$ cat src/rtl/bgr_pkg.sv
// ----------------------------------------------------------------------------
// Bilinear grid resampler package
// Shared widths, codes, register defaults and the types that pass between
// the front, the command queue and the back of the resampler.
// ----------------------------------------------------------------------------
package bgr_pkg;

  // Defaults for the top-level parameters.
  localparam int MAX_SRC_WIDTH_DEF  = 256;
  localparam int MAX_SRC_HEIGHT_DEF = 256;
  localparam int MAX_DST_SIZE_DEF   = 4096;

  // Fixed field widths.
  localparam int SRC_CFG_W = 9;
  localparam int DST_CFG_W = 13;
  localparam int CFG_IDX_W = 2;
  localparam int ADDR_W    = 16;
  localparam int SAMPLE_W  = 16;
  localparam int COORD_W   = 12;
  localparam int FRAC_W    = 16;

  // Depth of the command queue between front and back.
  localparam int Q_DEPTH = 4;

  // Register reset values.
  localparam logic [SRC_CFG_W-1:0] SRC_WIDTH_RST  = 9'd256;
  localparam logic [SRC_CFG_W-1:0] SRC_HEIGHT_RST = 9'd256;
  localparam logic [DST_CFG_W-1:0] DST_WIDTH_RST  = 13'd512;
  localparam logic [DST_CFG_W-1:0] DST_HEIGHT_RST = 13'd512;

  typedef enum logic {
    OP_LOAD   = 1'b0,
    OP_SAMPLE = 1'b1
  } opcode_t;

  typedef enum logic [CFG_IDX_W-1:0] {
    REG_SRC_WIDTH  = 2'd0,
    REG_SRC_HEIGHT = 2'd1,
    REG_DST_WIDTH  = 2'd2,
    REG_DST_HEIGHT = 2'd3
  } cfg_reg_t;

  typedef struct packed {
    logic [SRC_CFG_W-1:0] src_width;
    logic [SRC_CFG_W-1:0] src_height;
    logic [DST_CFG_W-1:0] dst_width;
    logic [DST_CFG_W-1:0] dst_height;
  } cfg_t;

  // One classified command: a store write, or a sample at a base address.
  typedef struct packed {
    opcode_t               op;
    logic [ADDR_W-1:0]     addr;
    logic [SAMPLE_W-1:0]   value;
    logic [FRAC_W-1:0]     fx;
    logic [FRAC_W-1:0]     fy;
  } cmd_t;

  // Queue head as the back sees it.
  typedef struct packed {
    logic valid;
    cmd_t cmd;
  } q_head_t;

endpackage

$ cat src/rtl/bgr_queue.sv
// ----------------------------------------------------------------------------
// Resampler command queue
// Small FIFO that lets the front and the back stall independently.
// ----------------------------------------------------------------------------
module bgr_queue import bgr_pkg::*; (
  input  logic    clk,
  input  logic    rst,
  input  logic    push,
  input  cmd_t    push_cmd,
  output logic    full,
  input  logic    pop,
  output q_head_t head
);

  localparam int PTR_W = $clog2(Q_DEPTH);
  localparam int CNT_W = $clog2(Q_DEPTH + 1);

  cmd_t             mem [Q_DEPTH];
  logic [PTR_W-1:0] wr_ptr;
  logic [PTR_W-1:0] rd_ptr;
  logic [CNT_W-1:0] count;

  assign full       = (count == CNT_W'(Q_DEPTH));
  assign head.valid = (count != '0);
  assign head.cmd   = mem[rd_ptr];

  always_ff @(posedge clk) begin
    if (rst) begin
      wr_ptr <= '0;
      rd_ptr <= '0;
      count  <= '0;
    end else begin
      if (push) begin
        wr_ptr <= (wr_ptr == PTR_W'(Q_DEPTH - 1)) ? '0 : wr_ptr + 1'b1;
      end
      if (pop) begin
        rd_ptr <= (rd_ptr == PTR_W'(Q_DEPTH - 1)) ? '0 : rd_ptr + 1'b1;
      end
      if (push && !pop) begin
        count <= count + 1'b1;
      end else if (pop && !push) begin
        count <= count - 1'b1;
      end
    end
  end

  always_ff @(posedge clk) begin
    if (push) begin
      mem[wr_ptr] <= push_cmd;
    end
  end

endmodule

$ cat config.mk
export PLATFORM = sky130hd
export DESIGN_NAME = bgr_queue
export DESIGN_NICKNAME = d
export VERILOG_FILES = /design/src/rtl/bgr_pkg.sv /design/src/rtl/bgr_queue.sv
export SDC_FILE = /design/constraint.sdc
export NUM_CORES = 1
export LEC_CHECK = 0
export ABC_AREA = 1
export BUFFER_PORTS_ARGS = -buffer_cell sky130_fd_sc_hd__buf_2
export CORE_MARGIN = 2
export CORE_UTILIZATION = 62
export CTS_CLUSTER_SIZE = 14
export DETAILED_ROUTE_END_ITERATION = 12
export GPL_TIMING_DRIVEN = 1
export PLACE_DENSITY = 0.85
export SKIP_CTS_REPAIR_TIMING = 1
export SLEW_MARGIN = 15
export SYNTH_ARGS = -nofsm -noshare
export SYNTH_HDL_FRONTEND = slang
export SYNTH_SLANG_ARGS = --single-unit
$ cat constraint.sdc
create_clock -name clk -period 5.8 [get_ports clk]
set_clock_uncertainty 0.15 [all_clocks]
set_input_delay 1.74 -clock clk [delete_from_list [all_inputs] [get_ports clk]]
set_output_delay 1.74 -clock clk [all_outputs]
set_load 0.05 [all_outputs]
## Yosys cells after proc, flatten, opt, wreduce, memory -nomap -nowiden

Memory sizes are Yosys's and may differ from the RTL's. A register that Yosys moved wholly into a read port is not among the register bits.
Cells that the tools add are included.

- Register bits: 7
- Logic and storage cells: 25
- Bits in writable memories: 260
- Memories: 1
- Input port bits: 69

Memory list:

| name | depth | width | read ports | clocked after Yosys merged registers in | write ports | line | RTL |
|---|---|---|---|---|---|---|---|
| mem | 4 | 65 | 1 | 1 | 1 | bgr_queue.sv:18 | `cmd_t mem [Q_DEPTH];` |

- Equal/unequal tests: 3
- Multiplexer cells: 8
- Add/sub/neg operators: 4
- Reductions and logical operators: 6

Operator list:

| operator | number |
|---|---|
| $mux W2 | 4 |
| $mux W3 | 2 |
| $add A2 B1 Y2 const B | 2 |
| $eq A2 B2 Y1 const B | 2 |
| $add A3 B1 Y3 const B | 1 |
| $eq A3 B3 Y1 const B | 1 |
| $reduce_bool A3 Y1 | 1 |
| $sub A3 B1 Y3 const B | 1 |
| $logic_and A1 B1 Y1 | 2 |
| $logic_not A1 Y1 | 2 |
| $mux W1 | 2 |
| $reduce_bool A2 Y1 | 1 |

## Logic depth before layout (Yosys ltp)

- Depth in word-level cells: 4
- Gate-level depth with buffers: 10
- Mapped depth without buffers: 10

## Worst setup path after synthesis

Ideal clock, no wire load.

- Kind: input to register
- Start point: input port push
- End point: memory mem[3][0] in the netlist's numbering (enable)
- Cell stages on the path: 2
- Arrival: 3039 ps
- Required time: 5231 ps
- Setup time: 419 ps
- Slack: 2192 ps
- Path through: nand2_1 inv_1

- Word-level cells in the longest chain between the ends: 2

RTL lines:

| element | line | RTL |
|---|---|---|
| start: declaration | bgr_queue.sv:8 | `input logic push,` |
| $mux W1 | bgr_queue.sv:48 | `if (push) begin` |
| $mux W1 (implied by the code) | bgr_queue.sv:49 | `mem[wr_ptr] <= push_cmd;` |
| end: declaration | bgr_queue.sv:18 |  |

Every way passes these cells.

==> impl_metrics.tcl <==
set metrics [dict create \
    outcome "finished, final reports clean" \
    antenna_found_initial 3 \
    cts.path.max_buffers 3 \
    drtAntennaViolNets 0 \
    timing.rr.start "wr_ptr[0]$_SDFFE_PP0P_" \
    hold_class "reg2reg" \
    ys_seq_area_share_pct 76.7 \
    clock_latency_ns 0.52 \
    ys_top_cells_by_area "edfxtp_1 75%, o21ai_0 4.5%, nor2_1 4.3%, o22ai_1 2.7%, o22ai_2 2.4%" \
    die_y_um 134 \
    fmax_mhz 211 \
    timing.rr.end "mem[2][12]$_DFFE_PP_" \
    clkSlewWorstSetupHoldPaths_ns 0.06 \
    synth_edf_count 260 \
    max-slew-margin-rel_pct 33.9 \
    hpwl_um 12300 \
    critPathKind "reg2out" \
    reg2reg_slack_ns 3.39 \
    grt_usage_pct 24.1 \
    synthFlopType "edfxtp_1" \
    crit_path_end_kind "primary output" \
    finalMaxSlewViolations 0 \
    setup_tns_ns 0 \
    whs_path_depth 2 \
    cts_root_buf "clkbuf_16" \
    overflow 0 \
    p_leak_uw 0.00427 \
    cp_max_fo 74 \
    fin_crit_ns 4.75 \
    place_congestion 0.761 \
    drtIter0Drc 615 \
    synthCells 689 \
    cp.arrival_ns 2.86 \
    coreArea_um2 16500 \
    synth_warnings 0 \
    setup_violations 0 \
    drc 0 \
    nets 896 \
    pre_cts_ws_ns 1.60 \
    cts.sinks 269 \
    wl_per_cell_um 20.4 \
    die_x_um 134 \
    final_util_pct 72.9 \
    drv_cap 0 \
    min_from "rd_ptr[1]$_SDFFE_PP0P_" \
    io_buffer_count 135 \
    synth_common_cells "260 x edfxtp_1, 119 x nor2_1, 93 x o21ai_0, 45 x o22ai_1, 35 x o21ai_1" \
    peakVddDrop_v 0.000269 \
    finalCritPeriodShare_pct 81.9 \
    ys_types 24 \
    rsz0062_at_grt "false" \
    synth.net_count 765 \
    worst_pin_slew_ns 0.992 \
    synth.most_common_cell "edfxtp_1" \
    cp.required_ns 3.91 \
    hold_violations 0 \
    first_pass_iters 6 \
    syn_to_final_growth_pct 15.7 \
    h-tree-depth 1 \
    cts_tree "done" \
    rr_worst_depth 5 \
    grt_max_degree 131 \
    synth.ff_latch_count 269 \
    die_area_um2 17900 \
    cts_made_buffers 26 \
    async_reset_ff_share_pct 0 \
    placementRows 47 \
    drive_gt1_share_pct 28.2 \
    power.density_nw_per_um2 384 \
    synth_area_per_cell_um2 15.1 \
    wl_um 21600 \
    vias_per_cell 5.93 \
    power_uw 4620 \
    whs_ns 0.391 \
    start_kind "register" \
    fin_ws_ns 1.05 \
    ios 136 \
    num_vias 6287 \
    grt_pass1_vias 6500 \
    grt_pass1_wl_um 33600 \
    synth_top_area_cell "edfxtp_1" \
    yosysTopAreaCellShare_pct 75.0 \
    start_util_pct 63.0 \
    netlist_area_um2 10400 \
]
==> critical path, stage by stage (launching register included) <==
cell and delay (ns):
dfxtp_4 0.73, buf_4 0.69, o21ai_0 0.21, o22ai_1 0.31
buf_2 0.32
==> sequential cells by signal (all words and copies together) (netlist names), named ones only <==
signal,cells
mem,260
rd_ptr,2
wr_ptr,2
count,3
==> how the worst max path moves through the flow <==
stage | slack, ns | cells past startpoint | from | endpoint
final | 1.05 | 4 | register | head[56]
after global routing | 0.92 | 4 | register | head[40]
after CTS | 1.05 | 4 | register | head[56]
after detailed placement | 1.60 | 4 | register | head[56]
after global placement | 1.72 | 4 | register | head[8]
after floorplan | 2.19 | 2 | push | mem[3][0]$_DFFE_PP_
==> layout by cell type (no fill, tap or decap), types with 5 or more instances in the layout <==
| master | count |
|---|---|
| edfxtp_1 | 260 |
| buf_2 | 135 |
| nor2_1 | 119 |
| o21ai_0 | 93 |
| o22ai_1 | 45 |
| o21ai_1 | 35 |
| clkbuf_16 | 29 |
| nor2_4 | 20 |
| o22ai_2 | 20 |
| inv_1 | 10 |
| buf_4 | 10 |
| nand2_1 | 9 |
| dfxtp_1 | 7 |
| ha_1 | 6 |
| clkinv_1 | 6 |
| inv_2 | 5 |
| o21ai_2 | 5 |
==> final cells by class <==
class / instances / area [um2]
flip-flops and latches: 269 / 7990
fillers: 1041 / 4470
multi-input cells: 362 / 2070
clock buffers: 36 / 792
repair buffers: 145 / 751
well taps: 220 / 275
clock inverters: 12 / 104
inverters: 16 / 67.6
diodes: 1 / 2.50
==> per-stage QoR <==
| step | instances | area, um2 |
|---|---|---|
| after CTS | 1060 | 12000 |
| after global routing | 1061 | 12100 |
| after global placement | 1012 | 11200 |
| after floorplan | 689 | 10400 |
| after detailed placement | 1012 | 11200 |
| final | 1061 | 12100 |
==> power breakdown <==
part / switching, uW / internal [uW]
clock: 684 / 1040
combinational: 500 / 146
sequential: 32.8 / 2220
total: 1220 / 3410
==> kinds of logic (layout without fill, tap and decap cells) <==
kind of cell / after synthesis / count (layout) / share of synthesized area [%]
flip-flops: 269 / 269 / 76.7
buffers and inverters: 58 / 209 / 3.47
other: 0 / 1 / 0
XOR/XNOR: 1 / 1 / 0.0841
adder cells (fa/ha/maj): 7 / 7 / 0.913
AND/OR/NAND/NOR: 153 / 153 / 7.03
AO/OA/AOI/OAI: 201 / 201 / 11.8
==> routing by layer <==
layer  routed length [um]  global-route usage (%)  up-vias
li1                     -                       -     2849
met1                 8370                    30.3     3137
met2                11200                    42.5      260
met3                 1610                    4.91       39
met4                  441                    7.80        2
met5                   16                       0        -
No activity file was read; power rests on OpenSTA's default activity.
