===== config.mk =====
export PLATFORM = sky130hd
export DESIGN_NAME = bgr_front_flat
export DESIGN_NICKNAME = d
export VERILOG_FILES = /design/src/rtl/bgr_pkg.sv /design/src/rtl/bgr_if.sv /design/src/rtl/bgr_front.sv /design/src/flat_wrapper.sv
export SDC_FILE = /design/constraint.sdc
export NUM_CORES = 2
export LEC_CHECK = 0
export BUFFER_PORTS_ARGS = -buffer_cell sky130_fd_sc_hd__buf_4
export CAP_MARGIN = 20
export CORE_ASPECT_RATIO = 1.4
export CORE_MARGIN = 3
export CORE_UTILIZATION = 28
export CTS_BUF_LIST = sky130_fd_sc_hd__clkbuf_4 sky130_fd_sc_hd__clkbuf_8 sky130_fd_sc_hd__clkbuf_16
export DETAILED_ROUTE_END_ITERATION = 10
export GPL_ROUTABILITY_DRIVEN = 0
export GPL_TIMING_DRIVEN = 1
export PLACE_DENSITY = 0.45
export SLEW_MARGIN = 20
export SYNTH_ARGS = -nofsm -noshare
export SYNTH_HDL_FRONTEND = slang
export SYNTH_SLANG_ARGS = --single-unit

===== constraint.sdc =====
create_clock -name clk -period 102.1 [get_ports clk]
set_input_delay 5.105 -clock clk [delete_from_list [all_inputs] [get_ports clk]]
set_output_delay 5.105 -clock clk [all_outputs]
set_load 0.01 [all_outputs]

===== src/rtl/bgr_pkg.sv =====
// ----------------------------------------------------------------------------
// Bilinear grid resampler package
// Shared widths, codes, register defaults and the types that pass between
// the front, the command queue and the back of the resampler.
// ----------------------------------------------------------------------------
package bgr_pkg;

  // Defaults for the top-level parameters.
  localparam int MAX_SRC_WIDTH_DEF  = 256;
  localparam int MAX_SRC_HEIGHT_DEF = 256;
  localparam int MAX_DST_SIZE_DEF   = 4096;

  // Fixed field widths.
  localparam int SRC_CFG_W = 9;
  localparam int DST_CFG_W = 13;
  localparam int CFG_IDX_W = 2;
  localparam int ADDR_W    = 16;
  localparam int SAMPLE_W  = 16;
  localparam int COORD_W   = 12;
  localparam int FRAC_W    = 16;

  // Depth of the command queue between front and back.
  localparam int Q_DEPTH = 4;

  // Register reset values.
  localparam logic [SRC_CFG_W-1:0] SRC_WIDTH_RST  = 9'd256;
  localparam logic [SRC_CFG_W-1:0] SRC_HEIGHT_RST = 9'd256;
  localparam logic [DST_CFG_W-1:0] DST_WIDTH_RST  = 13'd512;
  localparam logic [DST_CFG_W-1:0] DST_HEIGHT_RST = 13'd512;

  typedef enum logic {
    OP_LOAD   = 1'b0,
    OP_SAMPLE = 1'b1
  } opcode_t;

  typedef enum logic [CFG_IDX_W-1:0] {
    REG_SRC_WIDTH  = 2'd0,
    REG_SRC_HEIGHT = 2'd1,
    REG_DST_WIDTH  = 2'd2,
    REG_DST_HEIGHT = 2'd3
  } cfg_reg_t;

  typedef struct packed {
    logic [SRC_CFG_W-1:0] src_width;
    logic [SRC_CFG_W-1:0] src_height;
    logic [DST_CFG_W-1:0] dst_width;
    logic [DST_CFG_W-1:0] dst_height;
  } cfg_t;

  // One classified command: a store write, or a sample at a base address.
  typedef struct packed {
    opcode_t               op;
    logic [ADDR_W-1:0]     addr;
    logic [SAMPLE_W-1:0]   value;
    logic [FRAC_W-1:0]     fx;
    logic [FRAC_W-1:0]     fy;
  } cmd_t;

  // Queue head as the back sees it.
  typedef struct packed {
    logic valid;
    cmd_t cmd;
  } q_head_t;

endpackage


===== src/rtl/bgr_if.sv =====
// ----------------------------------------------------------------------------
// Bilinear grid resampler channels
// Request, response and configuration channels with valid/ready handshake.
// ----------------------------------------------------------------------------
interface bgr_req_if import bgr_pkg::*; ();
  logic                       valid;
  logic                       ready;
  logic                       opcode;
  logic [ADDR_W-1:0]          sample_index;
  logic signed [SAMPLE_W-1:0] sample_value;
  logic [COORD_W-1:0]         dest_x;
  logic [COORD_W-1:0]         dest_y;

  modport source (output valid, opcode, sample_index, sample_value, dest_x, dest_y,
                  input ready);
  modport sink (input valid, opcode, sample_index, sample_value, dest_x, dest_y,
                output ready);
endinterface



===== src/rtl/bgr_front.sv =====
// ----------------------------------------------------------------------------
// Resampler front end
// Accepts words, maps destination coordinates to source cells and fractions
// through a pipelined restoring divider, and hands commands to the queue.
// ----------------------------------------------------------------------------
module bgr_front import bgr_pkg::*; #(
  parameter int MAX_SRC_WIDTH  = MAX_SRC_WIDTH_DEF,
  parameter int MAX_SRC_HEIGHT = MAX_SRC_HEIGHT_DEF
) (
  input  logic       clk,
  input  logic       rst,
  input  cfg_t       cfg,
  bgr_req_if.sink    req,
  input  logic       q_full,
  output logic       push,
  output cmd_t       push_cmd
);

  localparam int SN_MAX0 = (MAX_SRC_WIDTH > MAX_SRC_HEIGHT) ? MAX_SRC_WIDTH : MAX_SRC_HEIGHT;
  localparam int SN_LIM  = (1 << SRC_CFG_W) - 1;
  localparam int SN_MAX  = (SN_MAX0 > SN_LIM) ? SN_LIM : SN_MAX0;
  localparam int CELL_W  = $clog2(SN_MAX);
  localparam int NUM_W   = CELL_W + COORD_W;
  localparam int QW      = CELL_W + FRAC_W;
  localparam int DN_W    = DST_CFG_W;
  localparam int PROD_W  = CELL_W + SRC_CFG_W;

  typedef struct packed {
    logic [DN_W-1:0] rem;
    logic [QW-1:0]   w;    // dividend bits shift out on top, quotient bits in below
  } lane_t;

  typedef struct packed {
    opcode_t             op;
    logic [ADDR_W-1:0]   index;
    logic [SAMPLE_W-1:0] value;
  } item_t;

  function automatic lane_t div_step(lane_t a, logic [DN_W-1:0] dn);
    logic [DN_W:0] t;
    lane_t         r;
    t   = {a.rem, a.w[QW-1]};
    r.w = {a.w[QW-2:0], 1'b0};
    if (t >= {1'b0, dn}) begin
      t      = t - {1'b0, dn};
      r.w[0] = 1'b1;
    end
    r.rem = t[DN_W-1:0];
    return r;
  endfunction

  logic  vld  [QW+1];
  lane_t xs   [QW+1];
  lane_t ys   [QW+1];
  item_t info [QW+1];
  logic  fin_vld;
  cmd_t  fin_cmd;
  logic  en;

  assign en        = !fin_vld || !q_full;
  assign req.ready = en;
  assign push      = fin_vld && !q_full;
  assign push_cmd  = fin_cmd;

  // Clamp, scale and seed the divider lanes.
  logic [DST_CFG_W-1:0] dmax_x, dmax_y;
  logic [COORD_W-1:0]   dx, dy;
  logic [CELL_W-1:0]    snm1_x, snm1_y;
  logic [NUM_W-1:0]     num_x, num_y;
  lane_t                lane0_x, lane0_y;

  always_comb begin
    dmax_x  = cfg.dst_width - 1'b1;
    dmax_y  = cfg.dst_height - 1'b1;
    dx      = ({1'b0, req.dest_x} > dmax_x) ? dmax_x[COORD_W-1:0] : req.dest_x;
    dy      = ({1'b0, req.dest_y} > dmax_y) ? dmax_y[COORD_W-1:0] : req.dest_y;
    snm1_x  = CELL_W'(cfg.src_width - 1'b1);
    snm1_y  = CELL_W'(cfg.src_height - 1'b1);
    num_x   = NUM_W'(snm1_x) * NUM_W'(dx);
    num_y   = NUM_W'(snm1_y) * NUM_W'(dy);
    lane0_x.rem = DN_W'(num_x[NUM_W-1:CELL_W]);
    lane0_x.w   = {num_x[CELL_W-1:0], {FRAC_W{1'b0}}};
    lane0_y.rem = DN_W'(num_y[NUM_W-1:CELL_W]);
    lane0_y.w   = {num_y[CELL_W-1:0], {FRAC_W{1'b0}}};
  end

  always_ff @(posedge clk) begin
    if (rst) begin
      vld[0] <= 1'b0;
    end else if (en) begin
      vld[0] <= req.valid;
    end
  end

  always_ff @(posedge clk) begin
    if (en) begin
      xs[0]         <= lane0_x;
      ys[0]         <= lane0_y;
      info[0].op    <= opcode_t'(req.opcode);
      info[0].index <= req.sample_index;
      info[0].value <= req.sample_value;
    end
  end

  // One quotient bit per stage for each axis.
  for (genvar k = 1; k <= QW; k++) begin : g_div
    always_ff @(posedge clk) begin
      if (rst) begin
        vld[k] <= 1'b0;
      end else if (en) begin
        vld[k] <= vld[k-1];
      end
    end

    always_ff @(posedge clk) begin
      if (en) begin
        xs[k]   <= div_step(xs[k-1], cfg.dst_width);
        ys[k]   <= div_step(ys[k-1], cfg.dst_height);
        info[k] <= info[k-1];
      end
    end
  end

  // Cell index and base address of the top-left corner.
  logic [CELL_W-1:0] cx, cy;
  logic [PROD_W:0]   base_sum;
  cmd_t              cmd_next;

  always_comb begin
    cx       = xs[QW].w[QW-1:FRAC_W];
    cy       = ys[QW].w[QW-1:FRAC_W];
    base_sum = (PROD_W+1)'(PROD_W'(cy) * PROD_W'(cfg.src_width)) + (PROD_W+1)'(cx);
    cmd_next.op    = info[QW].op;
    cmd_next.value = info[QW].value;
    cmd_next.fx    = xs[QW].w[FRAC_W-1:0];
    cmd_next.fy    = ys[QW].w[FRAC_W-1:0];
    if (info[QW].op == OP_LOAD) begin
      cmd_next.addr = info[QW].index;
    end else begin
      cmd_next.addr = ADDR_W'(base_sum);
    end
  end

  always_ff @(posedge clk) begin
    if (rst) begin
      fin_vld <= 1'b0;
    end else if (en) begin
      fin_vld <= vld[QW];
    end
  end

  always_ff @(posedge clk) begin
    if (en) begin
      fin_cmd <= cmd_next;
    end
  end

endmodule


===== src/flat_wrapper.sv =====
// flat-port wrapper written by rule: the top's interface ports become plain ports
module bgr_front_flat import bgr_pkg::*;
#(
  parameter int MAX_SRC_WIDTH  = MAX_SRC_WIDTH_DEF,
  parameter int MAX_SRC_HEIGHT = MAX_SRC_HEIGHT_DEF
)
  (clk, rst, cfg, q_full, push, push_cmd, req_valid, req_opcode, req_sample_index, req_sample_value, req_dest_x, req_dest_y, req_ready);
  bgr_req_if req_i ();
  input  logic clk;
  input  logic rst;
  input  cfg_t cfg;
  input  logic q_full;
  output logic push;
  output cmd_t push_cmd;
  input wire logic [$bits(req_i.valid)-1:0] req_valid;
  input wire logic [$bits(req_i.opcode)-1:0] req_opcode;
  input wire logic [$bits(req_i.sample_index)-1:0] req_sample_index;
  input wire logic [$bits(req_i.sample_value)-1:0] req_sample_value;
  input wire logic [$bits(req_i.dest_x)-1:0] req_dest_x;
  input wire logic [$bits(req_i.dest_y)-1:0] req_dest_y;
  output wire logic [$bits(req_i.ready)-1:0] req_ready;
  assign req_i.valid = req_valid;
  assign req_i.opcode = req_opcode;
  assign req_i.sample_index = req_sample_index;
  assign req_i.sample_value = req_sample_value;
  assign req_i.dest_x = req_dest_x;
  assign req_i.dest_y = req_dest_y;
  assign req_ready = req_i.ready;
  bgr_front #(.MAX_SRC_WIDTH(MAX_SRC_WIDTH), .MAX_SRC_HEIGHT(MAX_SRC_HEIGHT)) u_core (.clk(clk), .rst(rst), .cfg(cfg), .req(req_i), .q_full(q_full), .push(push), .push_cmd(push_cmd));
endmodule

# After elaboration in Yosys (flattened, before gate mapping)

Memories as Yosys holds them, arrays and structs flattened. A register that Yosys moved wholly into a read port is not among the register bits.
Cells that the tools add are included.

Flip-flop bits (word level): 65
Memory bits (writable): 2,700
Input port bits: 105
Output and inout bits: 67
Logic and storage cells: 370
Memories: 4

Memory list:

| memory      | words | width | rd ports | clocked after memory_dff | write ports | RTL line        | text |
|---|---|---|---|---|---|---|---|
| u_core.xs   | 25    | 37    | 25       | 0                        | 25          | bgr_front.sv:53 | `lane_t xs [QW+1];` |
| u_core.ys   | 25    | 37    | 25       | 0                        | 25          | bgr_front.sv:54 | `lane_t ys [QW+1];` |
| u_core.info | 25    | 33    | 25       | 0                        | 25          | bgr_front.sv:55 | `item_t info [QW+1];` |
| u_core.vld  | 25    | 1     | 25       | 1                        | 25          | bgr_front.sv:52 | `logic vld [QW+1];` |

Add/sub/neg operators: 53
$mul: 3
Order comparisons: 50
Mux-type cells: 226
Bitwise logic cells: 25
Reduce and logical (&&, ||, !) cells: 4

Operator list:

| operator                                                              | number |
|---|---|
| 13-bit two-way mux                                                    | 96 |
| 14-bit by 13-bit >= comparator with 1-bit output                      | 48 |
| 13-bit subtractor                                                     | 48 |
| 1-bit two-way mux                                                     | 127 |
| 8-bit by 12-bit multiplier with 20-bit output                         | 2 |
| 12-bit by 13-bit greater-than comparator with 1-bit output            | 2 |
| 13-bit by 1-bit subtractor with 13-bit output (second input constant) | 2 |
| 1-bit bitwise OR                                                      | 25 |
| 12-bit two-way mux                                                    | 2 |
| 16-bit by 8-bit adder with 16-bit output                              | 1 |
| 8-bit by 9-bit multiplier with 16-bit output                          | 1 |
| 16-bit two-way mux                                                    | 1 |
| 8-bit by 1-bit subtractor with 8-bit output (second input constant)   | 2 |
| 1-bit zero test                                                       | 2 |
| 1-bit logical AND                                                     | 1 |
| 1-bit logical OR                                                      | 1 |

# Depth between registers and ports, before layout

Depth after elaboration: 6
Depth in mapped cells: 34
Depth with buffers taken out: 32

# Worst setup path after synthesis

Ideal clock, no wire load.

Kind: input-to-reg
Start point: input q_full
End point: memory u_core.vld[0], enable pin
Library setup time: 685 ps
Data arrival time: 56,842 ps
Data required time: 101,415 ps
Setup slack: 44,574 ps
Stages: 2
Path buffers: 0
Cells stage by stage: nand2_1 -> or2_2

RTL lines:

| element            | RTL line           | text |
|---|---|---|
| start: declaration | flat_wrapper.sv:12 | `input logic q_full;` |
| end: declaration   | bgr_front.sv:52    |  |

==> results.cfg <==
[status]
status = completed

[critical_path]
regToRegStartpoint = u_core.fin_vld
worst_ep_arrival_time_ps = 13390
cp-start-kind = input port
r2r_end = u_core.info[0][66]
slowest_delay_ps = 780
crit_family = adder cells
critPathMaxFanout = 25
reg2reg_depth = 7
r2r_slack_ps = 95520
slowest_stage = mux2i_1
crit_buf_inv = 5
path_class = input port to register
cp-end-kind = register
cp_data_required_time_ps = 102690

[synthesis]
ys_types = 100
synth_warnings = 0
synth_area_sq_um = 110000
synthesis.nets = 9121
synth_edf_count = 2209
yosysTopAreaCell = edfxtp_1
avgSynthCellArea_sq_um = 13.7
synth-seq-cells = 2210
netlist_top_cells_area = edfxtp_1 (60%), ha_1 (8.7%), fa_1 (3.9%)
synthCells = 8035
synth_top_area_share_pct = 60.1
ys.flop_type = edfxtp_1
yosysSeqAreaShare_pct = 60.1
synthArstFlopShare_pct = 0

[flow_run]
drv_cap = 0

[cells_and_area]
area_growth_pct = 14.5
num-fill-cells = 38400
drive_gt1_share_pct = 13.1
final_cell_mix = edfxtp_1 (2209), ha_1 (766), nor2_1 (499)
fin_util_pct = 32.2
nNetsFinal = 9503
layout_commonest_cell = edfxtp_1
multi_input_area_sq_um = 41700
regArea_sq_um = 66400

[drt]
vias = 64200
first_iter_violations = 3477
drc = 0
avgRoutedWirePerCell_microns = 17.3
via_per_inst = 4.64
routed_wl_mm = 240
first_pass_iters = 5
drtAntennaViolNets = 0

[worst_hold_path]
hold_class = register to register
min_from = u_core.info[1][232]
whs_endpoint = u_core.info[1][265]
min_path_cells = 0

[placement]
dp_hpwl_mm = 155
io_buffer_count = 170

[timing]
tightest_slew_ps = 1050
rsz0062_at_grt = no
finalMaxSlewViolations = 0
slew_headroom_pct = 29.5
min_period_ps = 12800
clock.fmax_mhz = 78.1
fin_skew_ps = 130
fin_setup_tns_ps = 0
finalSetupViolations = 0
period_share_pct = 12.5
hold_viol_final = 0

[clocking]
clk-insertion-delay-late_ps = 950
h-tree-depth = 4
ctsRootBufferMaster = clkbuf_16
numCtsBuffers = 236
path_clk_slew_ps = 60
holdBufCountCts = 0
cts_resized = 0
clk_path_buf_depth = 4
cts_setup_buffers = 0
cts_tree = done
clock_sinks = 2210

[die]
pin_count = 172
chipHeight_microns = 749
num_rows = 272
start_util_pct = 28.1
die_x_microns = 537
core-area_sq_um = 392000
dieArea_sq_um = 402000

[global_routing]
overflow = 0
grt_pass1_wl_mm = 374
grt_usage_pct = 11.6
grt_max_degree = 151
grt_antenna_before_repair = 3
grt_pass1_vias = 67000

[power]
pwr_density_cell_nw_per_um2 = 33.8
ir_drop_uv = 36.8
p_leak_nw = 49.0
-- how the worst max path moves through the flow --
stage	startpoint	to	slack, ps	depth (start not counted)
final	cfg[1]	u_core.ys[0][35]	89300	28
after global routing	cfg[1]	u_core.ys[0][35]	88760	29
after CTS	cfg[7]	u_core.ys[0][35]	89230	28
after detailed placement	cfg[7]	u_core.ys[0][35]	88260	28
after global placement	cfg[1]	u_core.ys[0][35]	88290	29
after floorplan	q_full	u_core.vld[0]	44570	2
-- metal layers --
metal / vias up / wire length, microns / track usage [%]
met5: - / 0 / 0
met4: 0 / 11100 / 5.18
met3: 493 / 8350 / 1.76
met2: 1037 / 124000 / 21.4
met1: 31700 / 96600 / 13.2
li1: 30900 / - / -
-- logic make-up after synthesis --
kind of cell | Yosys count | synth area share (%)
simple gates | 1752 | 7.88
buf+inv | 611 | 2.17
flops | 2210 | 60.1
mux | 430 | 4.44
fa+ha+maj | 981 | 12.6
compound gates | 1601 | 9.21
xor+xnor | 450 | 3.57
-- cell usage after synthesis (87+ instances only) --
master,number
fa_1,215
o21ai_0,448
nor2_1,499
inv_1,489
edfxtp_1,2209
nor2b_1,129
o21a_1,130
ha_1,766
xnor2_1,283
mux2_2,339
xor2_1,167
a21o_1,161
nand2_1,399
nor3_1,132
nand3_1,87
a21oi_1,413
-- final cells by class --
type | instances | area share (%)
diodes | 2 | 0.00396
clock inverters | 146 | 1.24
multi-input cells | 5214 | 33.0
repair buffers | 265 | 1.60
flip-flops and latches | 2210 | 52.5
inverters | 490 | 1.46
well taps | 5206 | 5.16
clock buffers | 286 | 5.01
-- report_power, final --
group / switching [mW] / internal [mW]
Sequential: 0.139 / 1.42
Clock: 0.365 / 0.511
Combinational: 0.984 / 0.846
-- state kept, by name, indices dropped and copies added, names as in the netlist --
name	flops
u_core.push_cmd	65
u_core.ys	647
u_core.xs	647
u_core.info	825
u_core.fin_vld	1
u_core.vld	25
-- stage by stage --
step	instance area, sq um	std cells	power (mW)	hold WS (ps)	worst slack (ps)
floorplan	110000	8035	2.93	400	44570
global route	126000	13800	4.61	352	88760
detailed placement	118000	13400	3.41	405	88260
CTS	126000	13800	4.34	355	89230
finish	126000	13800	4.27	369	89300
global placement	118000	13400	3.39	400	88290
No activity file was read; power rests on OpenSTA's default activity.
